File: config.mk
export PLATFORM = sky130hd
export DESIGN_NAME = keyed_aging_table_unit_flat
export DESIGN_NICKNAME = d
export VERILOG_FILES = /design/src/hdl/kat_pkg.sv /design/src/hdl/kat_req_if.sv /design/src/hdl/kat_rsp_if.sv /design/src/hdl/kat_ctrl.sv /design/src/hdl/kat_datapath.sv /design/src/hdl/keyed_aging_table_unit.sv /design/src/flat_wrapper.sv
export SDC_FILE = /design/constraint.sdc
export NUM_CORES = 2
export LEC_CHECK = 0
export BUFFER_PORTS_ARGS = -buffer_cell sky130_fd_sc_hd__buf_2
export CORE_MARGIN = 3
export CORE_UTILIZATION = 52
export CTS_CLUSTER_DIAMETER = 200
export DETAILED_ROUTE_END_ITERATION = 6
export PLACE_DENSITY = 0.79
export SKIP_CTS_REPAIR_TIMING = 1
export SLEW_MARGIN = 25
export SYNTH_ARGS = -nofsm -noshare
export SYNTH_HDL_FRONTEND = slang
export SYNTH_HIERARCHICAL = 1
export SYNTH_SLANG_ARGS = --single-unit
File: constraint.sdc
create_clock -name clk -period 12.9 [get_ports clk]
set_input_delay 1.935 -clock clk [delete_from_list [all_inputs] [get_ports clk]]
set_output_delay 1.935 -clock clk [all_outputs]
set_load 0.03 [all_outputs]
File: src/hdl/kat_pkg.sv
// Shared types and constants of the keyed aging table.
// Depends on nothing; every other file of the block imports it.
`default_nettype none

package kat_pkg;

	localparam int KEY_W  = 32;
	localparam int KIND_W = 8;
	localparam int PAY_W  = 64;
	localparam int AGE_W  = 8;
	localparam int REQ_W  = 2;
	localparam int SLOT_W = 5;
	localparam int CNT_W  = 6;

	localparam logic [REQ_W-1:0] REQ_UPDATE = 2'd0;
	localparam logic [REQ_W-1:0] REQ_TICK   = 2'd1;
	localparam logic [REQ_W-1:0] REQ_LOOKUP = 2'd2;

	localparam logic [AGE_W-1:0] MAX_AGE_RST = 8'd25;

	typedef struct packed {
		logic [KEY_W-1:0]  key;
		logic [KIND_W-1:0] kind;
		logic [PAY_W-1:0]  payload;
		logic [AGE_W-1:0]  age;
	} entry_t;

	// Commands from the controller to the datapath.
	typedef struct packed {
		logic load;  // capture a new request and restart the scan
		logic run;   // a scan is in progress
		logic adv;   // the scan may advance this cycle
	} kat_cmd_t;

	// Status from the datapath to the controller.
	typedef struct packed {
		logic finish;  // the current request has its result this cycle
	} kat_sts_t;

endpackage

`default_nettype wire

File: src/hdl/kat_req_if.sv
// Request channel of the keyed aging table: valid/ready plus the request fields.
// Depends on kat_pkg for the field widths.
`default_nettype none

interface kat_req_if import kat_pkg::*; ();
	logic              valid;
	logic              ready;
	logic [REQ_W-1:0]  req_type;
	logic [KEY_W-1:0]  entity_id;
	logic [KIND_W-1:0] entry_kind;
	logic [PAY_W-1:0]  payload;

	modport source (output valid, req_type, entity_id, entry_kind, payload, input ready);
	modport sink (input valid, req_type, entity_id, entry_kind, payload, output ready);
endinterface

`default_nettype wire

File: src/hdl/kat_rsp_if.sv
// Result channel of the keyed aging table: valid/ready plus the result fields.
// Depends on kat_pkg for the field widths.
`default_nettype none

interface kat_rsp_if import kat_pkg::*; ();
	logic              valid;
	logic              ready;
	logic              hit;
	logic [SLOT_W-1:0] slot;
	logic              table_full;
	logic [CNT_W-1:0]  entry_count;
	logic [CNT_W-1:0]  removed_count;

	modport source (output valid, hit, slot, table_full, entry_count, removed_count,
		input ready);
	modport sink (input valid, hit, slot, table_full, entry_count, removed_count,
		output ready);
endinterface

`default_nettype wire

File: src/hdl/kat_ctrl.sv
// Controller of the keyed aging table: request handshake, scan sequencing, result valid.
// Depends on kat_pkg for the command and status structs.
`default_nettype none

module kat_ctrl import kat_pkg::*; (
	input  wire logic     clk,
	input  wire logic     arst_n,
	input  wire logic     in_valid,
	output logic          in_ready,
	output logic          out_valid,
	input  wire logic     out_ready,
	output kat_cmd_t      cmd,
	input  wire kat_sts_t sts
);

	typedef enum logic {ST_IDLE, ST_SCAN} state_t;

	state_t state_q;
	logic   out_valid_q;
	logic   hold;
	logic   done;

	// A finished result must wait while the previous one is still unclaimed.
	assign hold      = sts.finish && out_valid_q && !out_ready;
	assign done      = sts.finish && !hold;
	assign in_ready  = (state_q == ST_IDLE);
	assign out_valid = out_valid_q;

	always_comb begin
		cmd.load = (state_q == ST_IDLE) && in_valid;
		cmd.run  = (state_q == ST_SCAN);
		cmd.adv  = (state_q == ST_SCAN) && !hold;
	end

	always_ff @(posedge clk or negedge arst_n) begin
		if (!arst_n) begin
			state_q     <= ST_IDLE;
			out_valid_q <= 1'b0;
		end else begin
			if (done) begin
				out_valid_q <= 1'b1;
			end else if (out_ready) begin
				out_valid_q <= 1'b0;
			end
			case (state_q)
				ST_IDLE: begin
					if (in_valid) begin
						state_q <= ST_SCAN;
					end
				end
				ST_SCAN: begin
					if (done) begin
						state_q <= ST_IDLE;
					end
				end
				default: begin
					state_q <= ST_IDLE;
				end
			endcase
		end
	end

endmodule

`default_nettype wire

File: src/hdl/kat_datapath.sv
// Datapath of the keyed aging table: entry memory, scan and compaction counters,
// max_age register and result registers. Depends on kat_pkg.
`default_nettype none

module kat_datapath import kat_pkg::*; #(
	parameter int TABLE_DEPTH = 32
) (
	input  wire logic              clk,
	input  wire logic              arst_n,
	input  wire logic              cfg_we,
	input  wire logic [AGE_W-1:0]  cfg_wdata,
	input  wire logic [REQ_W-1:0]  req_type,
	input  wire logic [KEY_W-1:0]  entity_id,
	input  wire logic [KIND_W-1:0] entry_kind,
	input  wire logic [PAY_W-1:0]  payload,
	input  wire kat_cmd_t          cmd,
	output kat_sts_t               sts,
	output logic                   hit,
	output logic [SLOT_W-1:0]      slot,
	output logic                   table_full,
	output logic [CNT_W-1:0]       entry_count,
	output logic [CNT_W-1:0]       removed_count
);

	localparam int AW = (TABLE_DEPTH > 1) ? $clog2(TABLE_DEPTH) : 1;
	localparam int CW = $clog2(TABLE_DEPTH + 1);
	localparam logic [CW-1:0] DEPTH_C = CW'(TABLE_DEPTH);

	entry_t mem [TABLE_DEPTH];

	logic [REQ_W-1:0]  req_q;
	logic [KEY_W-1:0]  ent_q;
	logic [KIND_W-1:0] kind_q;
	logic [PAY_W-1:0]  pay_q;
	logic [AGE_W-1:0]  max_age_q;
	logic [CW-1:0]     fill_q;
	logic [CW-1:0]     rd_idx_q;
	logic [CW-1:0]     kept_q;
	logic [CW-1:0]     removed_q;
	logic              pend_s1;
	logic [AW-1:0]     idx_s1;
	entry_t            rdata_s1;

	logic              hit_q;
	logic [SLOT_W-1:0] slot_q;
	logic              full_q;
	logic [CNT_W-1:0]  count_q;
	logic [CNT_W-1:0]  removed_out_q;

	logic          issue;
	logic          key_eq;
	logic          hit_now;
	logic          finish;
	logic          commit;
	logic          aged;
	logic          room;
	logic          is_update;
	logic          is_tick;
	logic          insert;
	logic          we;
	logic [AW-1:0] waddr;
	entry_t        wdata;

	assign is_update = (req_q == REQ_UPDATE);
	assign is_tick   = (req_q == REQ_TICK);
	assign issue     = (rd_idx_q < fill_q);
	assign key_eq    = (rdata_s1.key == ent_q);
	assign hit_now   = pend_s1 && ((is_update && key_eq && (rdata_s1.kind == kind_q)) ||
		((req_q == REQ_LOOKUP) && key_eq));
	assign finish    = cmd.run && (hit_now || (!pend_s1 && !issue));
	assign commit    = finish && cmd.adv;
	assign aged      = (rdata_s1.age >= max_age_q);
	assign room      = (fill_q < DEPTH_C);
	assign insert    = is_update && !hit_now && room;
	assign sts.finish = finish;

	// One write port: survivors of a tick are packed down to the kept index,
	// an update hit rewrites in place, and an insert appends at the fill count.
	always_comb begin
		we    = 1'b0;
		waddr = kept_q[AW-1:0];
		wdata = rdata_s1;
		wdata.age = rdata_s1.age + AGE_W'(1);
		if (cmd.adv && pend_s1 && is_tick && !aged) begin
			we = 1'b1;
		end
		if (commit && is_update && hit_now) begin
			we    = 1'b1;
			waddr = idx_s1;
			wdata = '{key: ent_q, kind: kind_q, payload: pay_q, age: '0};
		end else if (commit && insert) begin
			we    = 1'b1;
			waddr = fill_q[AW-1:0];
			wdata = '{key: ent_q, kind: kind_q, payload: pay_q, age: '0};
		end
	end

	always_ff @(posedge clk) begin
		if (we) begin
			mem[waddr] <= wdata;
		end
		if (cmd.adv && issue) begin
			rdata_s1 <= mem[rd_idx_q[AW-1:0]];
			idx_s1   <= rd_idx_q[AW-1:0];
		end
		if (cmd.load) begin
			ent_q  <= entity_id;
			kind_q <= entry_kind;
			pay_q  <= payload;
		end
		if (commit) begin
			hit_q  <= hit_now;
			full_q <= is_update && !hit_now && !room;
			if (hit_now) begin
				slot_q <= SLOT_W'(idx_s1);
			end else if (insert) begin
				slot_q <= SLOT_W'(fill_q);
			end else begin
				slot_q <= '0;
			end
			if (is_tick) begin
				count_q       <= CNT_W'(kept_q);
				removed_out_q <= CNT_W'(removed_q);
			end else begin
				count_q       <= insert ? CNT_W'(fill_q + CW'(1)) : CNT_W'(fill_q);
				removed_out_q <= '0;
			end
		end
	end

	always_ff @(posedge clk or negedge arst_n) begin
		if (!arst_n) begin
			req_q     <= REQ_UPDATE;
			max_age_q <= MAX_AGE_RST;
			fill_q    <= '0;
			rd_idx_q  <= '0;
			kept_q    <= '0;
			removed_q <= '0;
			pend_s1   <= 1'b0;
		end else begin
			if (cfg_we) begin
				max_age_q <= cfg_wdata;
			end
			if (cmd.load) begin
				req_q     <= req_type;
				rd_idx_q  <= '0;
				kept_q    <= '0;
				removed_q <= '0;
				pend_s1   <= 1'b0;
			end else if (cmd.adv) begin
				pend_s1 <= issue && !finish;
				if (issue) begin
					rd_idx_q <= rd_idx_q + CW'(1);
				end
				if (pend_s1 && is_tick) begin
					if (aged) begin
						removed_q <= removed_q + CW'(1);
					end else begin
						kept_q <= kept_q + CW'(1);
					end
				end
				if (commit) begin
					if (is_tick) begin
						fill_q <= kept_q;
					end else if (insert) begin
						fill_q <= fill_q + CW'(1);
					end
				end
			end
		end
	end

	assign hit           = hit_q;
	assign slot          = slot_q;
	assign table_full    = full_q;
	assign entry_count   = count_q;
	assign removed_count = removed_out_q;

endmodule

`default_nettype wire

File: src/hdl/keyed_aging_table_unit.sv
// Top level of the keyed aging table: controller plus datapath behind two channels.
// Depends on kat_pkg, kat_req_if, kat_rsp_if, kat_ctrl and kat_datapath.
//
// Usage: requests enter on the req channel (update/insert, tick, lookup by entity)
// and exactly one result per request leaves on the rsp channel. Both channels
// move a transaction when valid and ready are high at a rising clock edge.
// The max_age register is written through cfg_we/cfg_wdata; the user must write it
// only while the block is idle, the block itself does not enforce this. One request
// is worked on at a time. Each request scans the table one entry per cycle, unless
// a finished scan holds for rsp, through an entry memory with one write port and one
// registered read port. The result is registered once the scan has read every entry
// for a tick, an update miss, a lookup miss or an unknown request, and once it reads
// the hit entry for a hit; rsp can take it from the next edge on, where req can also
// take the next request. req.ready is high whenever no scan runs, so a new request
// can be taken while a previous result still waits on rsp.
// When rsp is stalled and the next scan finishes, the scan holds until the
// earlier result is taken. Reset empties the table (fill count zero, no clearing
// pass is needed) and sets max_age to 25.
`default_nettype none

module keyed_aging_table_unit import kat_pkg::*; #(
	parameter int TABLE_DEPTH = 32
) (
	input  wire logic             clk,
	input  wire logic             arst_n,
	input  wire logic             cfg_we,
	input  wire logic [AGE_W-1:0] cfg_wdata,
	kat_req_if.sink               req,
	kat_rsp_if.source             rsp
);

	kat_cmd_t cmd;
	kat_sts_t sts;

	kat_ctrl u_ctrl (
		.clk       (clk),
		.arst_n    (arst_n),
		.in_valid  (req.valid),
		.in_ready  (req.ready),
		.out_valid (rsp.valid),
		.out_ready (rsp.ready),
		.cmd       (cmd),
		.sts       (sts)
	);

	kat_datapath #(
		.TABLE_DEPTH (TABLE_DEPTH)
	) u_datapath (
		.clk           (clk),
		.arst_n        (arst_n),
		.cfg_we        (cfg_we),
		.cfg_wdata     (cfg_wdata),
		.req_type      (req.req_type),
		.entity_id     (req.entity_id),
		.entry_kind    (req.entry_kind),
		.payload       (req.payload),
		.cmd           (cmd),
		.sts           (sts),
		.hit           (rsp.hit),
		.slot          (rsp.slot),
		.table_full    (rsp.table_full),
		.entry_count   (rsp.entry_count),
		.removed_count (rsp.removed_count)
	);

endmodule

`default_nettype wire

File: src/flat_wrapper.sv
// flat-port wrapper written by rule: the top's interface ports become plain ports
module keyed_aging_table_unit_flat import kat_pkg::*;
#(
	parameter int TABLE_DEPTH = 32
)
  (clk, arst_n, cfg_we, cfg_wdata, req_valid, req_req_type, req_entity_id, req_entry_kind, req_payload, req_ready, rsp_valid, rsp_hit, rsp_slot, rsp_table_full, rsp_entry_count, rsp_removed_count, rsp_ready);
  kat_req_if req_i ();
  kat_rsp_if rsp_i ();
  input  wire logic clk;
  input  wire logic arst_n;
  input  wire logic cfg_we;
  input  wire logic [AGE_W-1:0] cfg_wdata;
  input wire logic [$bits(req_i.valid)-1:0] req_valid;
  input wire logic [$bits(req_i.req_type)-1:0] req_req_type;
  input wire logic [$bits(req_i.entity_id)-1:0] req_entity_id;
  input wire logic [$bits(req_i.entry_kind)-1:0] req_entry_kind;
  input wire logic [$bits(req_i.payload)-1:0] req_payload;
  output wire logic [$bits(req_i.ready)-1:0] req_ready;
  output wire logic [$bits(rsp_i.valid)-1:0] rsp_valid;
  output wire logic [$bits(rsp_i.hit)-1:0] rsp_hit;
  output wire logic [$bits(rsp_i.slot)-1:0] rsp_slot;
  output wire logic [$bits(rsp_i.table_full)-1:0] rsp_table_full;
  output wire logic [$bits(rsp_i.entry_count)-1:0] rsp_entry_count;
  output wire logic [$bits(rsp_i.removed_count)-1:0] rsp_removed_count;
  input wire logic [$bits(rsp_i.ready)-1:0] rsp_ready;
  assign req_i.valid = req_valid;
  assign req_i.req_type = req_req_type;
  assign req_i.entity_id = req_entity_id;
  assign req_i.entry_kind = req_entry_kind;
  assign req_i.payload = req_payload;
  assign req_ready = req_i.ready;
  assign rsp_valid = rsp_i.valid;
  assign rsp_hit = rsp_i.hit;
  assign rsp_slot = rsp_i.slot;
  assign rsp_table_full = rsp_i.table_full;
  assign rsp_entry_count = rsp_i.entry_count;
  assign rsp_removed_count = rsp_i.removed_count;
  assign rsp_i.ready = rsp_ready;
  keyed_aging_table_unit #(.TABLE_DEPTH(TABLE_DEPTH)) u_core (.clk(clk), .arst_n(arst_n), .cfg_we(cfg_we), .cfg_wdata(cfg_wdata), .req(req_i), .rsp(rsp_i));
endmodule
==> run summary <==
Vias in the first global route: 32300
Synth Instances: 2746
H-tree levels: 4
Worst vdd ir: 0.173 mV
Largest cells by area after synthesis: edfxtp_1 76%, mux4_2 17%, mux2_2 1.6%, dfrtp_1 1.3%, xor2_1 0.75%
DRT Pass-1 Iters: 5
FF+latch count, synth: 1685
Worst path bufs/invs: 2
Vias: 31400
WL per Instance: 34.4 um
DRC viols: 0
Post-synth EDFFs: 1648
Seq/Total Area, Yosys: 77.2%
Syn Nets: 2884
Number of library cell types mapped by synthesis: 59
Max Freq: 0.126 GHz
XOR/XNOR Fraction of Synth Area: 0.818%
Die Y: 360 um
CP Launch Type: flip-flop
Avg Inst Size Synth: 23.8 um2
HP Class: flip-flop to flip-flop
Global-route wire length before repair: 231000 um
Power share of the combinational group: 28.0%
Crit path kind: flip-flop to flip-flop
Synth cell count leaders: 1648 x edfxtp_1, 480 x mux4_2, 90 x mux2_2
Crit path DAT: 8.31 ns
Slew @ Worst Pin: 1.15 ns
Fin. Hold Viols: 0
Top cell type's share of synthesized area: 75.8%
Routed WL: 161000 um
Ys async rst share: 2.20%
Detailed Route Iter0 Violations: 5432
Placed insts: 4393
Tot GR Track Use: 24.9%
Internal power: 12.0 mW
Worst-path maximum fanout: 55
Layout cell share with drive strength beyond 1: 33.3%
Clock Sinks: 1685
Largest net degree at the start of global routing: 79
Status: finished clean
Row cnt: 129
Hold Slack: 0.539 ns
Net Sw Frac: 29.9%
Gr ovfl total: 0
Fin Clk Skew: 0.0378 ns
Power density over cell area: 234 nW/um2
Slowest-stage cell, CP: nor3_1
Max-cap viol count: 0
Setup crit end kind: flip-flop
Initial antenna violation count: 2
Ports: 140
Average vias per placed instance: 6.71
Reg power frac: 44.5%
CTS max path bufs: 3
CP most frequent cell: buf_4
Final setup fails: 0
Num CTS Buffers: 160
CTS tree: built
IO buf count: 75
Clk Latency, worst-skew pair: 0.78 ns
Die X: 360 um
CP Cell Sequence: xor2_1, nor4_1, a21oi_1, nor4_2, buf_4, nor2_2, nor2b_1, a31oi_1, nand2_1, nor3_1, nand3_1, or4_4, nand2_8, o221a_4, nand3_2, nor2_4, buf_4
Synth Area in Simple Gates: 1.66%
Overall power: 17.1 mW
Most used DFF post-synth: edfxtp_1
Final HPWL DP: 74200 um
Leakage power: 22.8 nW
Root buffer cell: clkbuf_16
Yosys warns: 6
Area growth, synth to finish: 12.3%
Total Nets Final: 3059
Worst path required time: 13.28 ns
Post-synthesis mux area share: 18.2%
Cell with the most instances after synthesis: edfxtp_1
Post-synthesis compound-gate area fraction: 0.757%
Tcrit/Tclk final: 61.5%
Max incr delay on CP: 0.93 ns
N_diodes: 0
P_sw: 5.13 mW
Synth Area in Adders: 0.364%
Placeable Area: 124000 um2
RePlAce Congestion: 0.822
Setup TNS: 0 ns
Max-slew violations: 0
Yosys top cell by area: edfxtp_1
Max-slew headroom: 22.6%
Final Non-Filler Cells: 4686
Crit path max-delay family: simple AND/OR/NAND/NOR gates
Clk pwr share: 27.4%
Clk slew on worst S/H paths: 0.06 ns
RSZ-0062 raised after global routing: false
Synthesized area: 65300 um2
Starting density of the core: 52.6%
Die area: 130000 um2
ANT nets after route: 0
Combinational family with the most area after synthesis: multiplexers
Final min period: 7.93 ns
[metal layers]
metal  GRT usage [%]  routed length [um]  vias to the layer above
met5               0                  14                        -
met4            9.99                6270                        2
met3            5.71               19100                      446
met2            39.7               79100                     2488
met1            33.9               56900                    16400
li1                -                   -                    12100
[cell families (layout without fill, tap and decap cells)]
kind of cell | Yosys count | count (layout)
flops | 1685 | 1685
mux | 576 | 576
simple gates | 201 | 201
buf+inv | 147 | 450
xor+xnor | 61 | 61
compound gates | 57 | 57
fa+ha+maj | 19 | 19
[stage by stage]
stage | worst slack, ns | util (%) | area [um2]
final | 4.97 | 59.1 | 73300
after global routing | 4.82 | 59.1 | 73300
after CTS | 5.17 | 59.0 | 73200
after detailed placement | 5.24 | 54.8 | 68000
after global placement | 5.44 | 54.7 | 67900
after floorplan | 6.57 | - | 65300
[cell type report]
type                       instances  area, um2
fill                            8018      50800
inverter                          16       60.1
multi-input combinational        914      14500
tap                             1637       2050
timing repair buffer             144       1070
clock buffer                     187       4150
sequential                      1685      50400
clock inverter                   103       1090
[cells in the final DEF, fill, tap and decap left out, types with 6 or more instances in the layout]
| cell type | count |
|---|---|
| a21oi_1 | 6 |
| and2_1 | 7 |
| and3_1 | 6 |
| buf_12 | 6 |
| buf_2 | 75 |
| buf_4 | 41 |
| buf_6 | 21 |
| bufinv_16 | 17 |
| clkbuf_1 | 25 |
| clkbuf_16 | 162 |
| clkinv_1 | 38 |
| clkinv_2 | 29 |
| dfrtp_1 | 29 |
| edfxtp_1 | 1648 |
| ha_1 | 19 |
| inv_1 | 16 |
| mux2_2 | 90 |
| mux4_2 | 480 |
| nand2_1 | 29 |
| nand2b_1 | 10 |
| nand3_1 | 17 |
| nand3_2 | 6 |
| nand4_1 | 8 |
| nor2_1 | 37 |
| nor2_4 | 32 |
| nor3_1 | 7 |
| nor4_1 | 19 |
| o21ai_0 | 14 |
| xor2_1 | 56 |
[tightest hold or removal path, delay by kind of cell, from the launching register on]
family,cells,cell delay (ns)
AOI/OAI and AO/OA,1,0.10
DFF,1,0.36
buffers and inverters,1,0.07
[sequential cells by signal, summed over array words and instances, names as in the netlist, 8 cells and up]
name,cells
u_core/u_datapath/max_age_q,8
u_core/u_datapath/rdata_s1,48
u_core/u_datapath/ent_q,32
u_core/u_datapath/kind_q,8
u_core/u_datapath/mem,1536
[power by group through the flow]
stage,logic (mW),registers (mW),clock network (mW)
after floorplan,3.38,7.63,0
after global routing,5.09,7.66,4.95
after CTS,4.71,7.68,4.75
final,4.80,7.63,4.70
after detailed placement,4.59,7.78,0
after global placement,4.31,7.75,0
[worst paths after layout]
kind,startpoint,endpoint,slack (ns),depth (start not counted)
worst max-delay path,u_core/u_datapath/kind_q[6],u_core/u_datapath/mem[23][87],4.97,17
worst min-delay path,u_core/u_datapath/max_age_q[4],u_core/u_datapath/max_age_q[4],0.54,2
worst max register to register,u_core/u_datapath/kind_q[6],u_core/u_datapath/mem[23][87],4.97,17
worst min register to register,u_core/u_datapath/max_age_q[4],u_core/u_datapath/max_age_q[4],0.54,2
max in group asynchronous,arst_n,u_core/u_datapath/rd_idx_q[2],11.02,1
min in group asynchronous,arst_n,u_core/u_datapath/max_age_q[1],1.27,1
No activity file was read; power rests on OpenSTA's default activity.
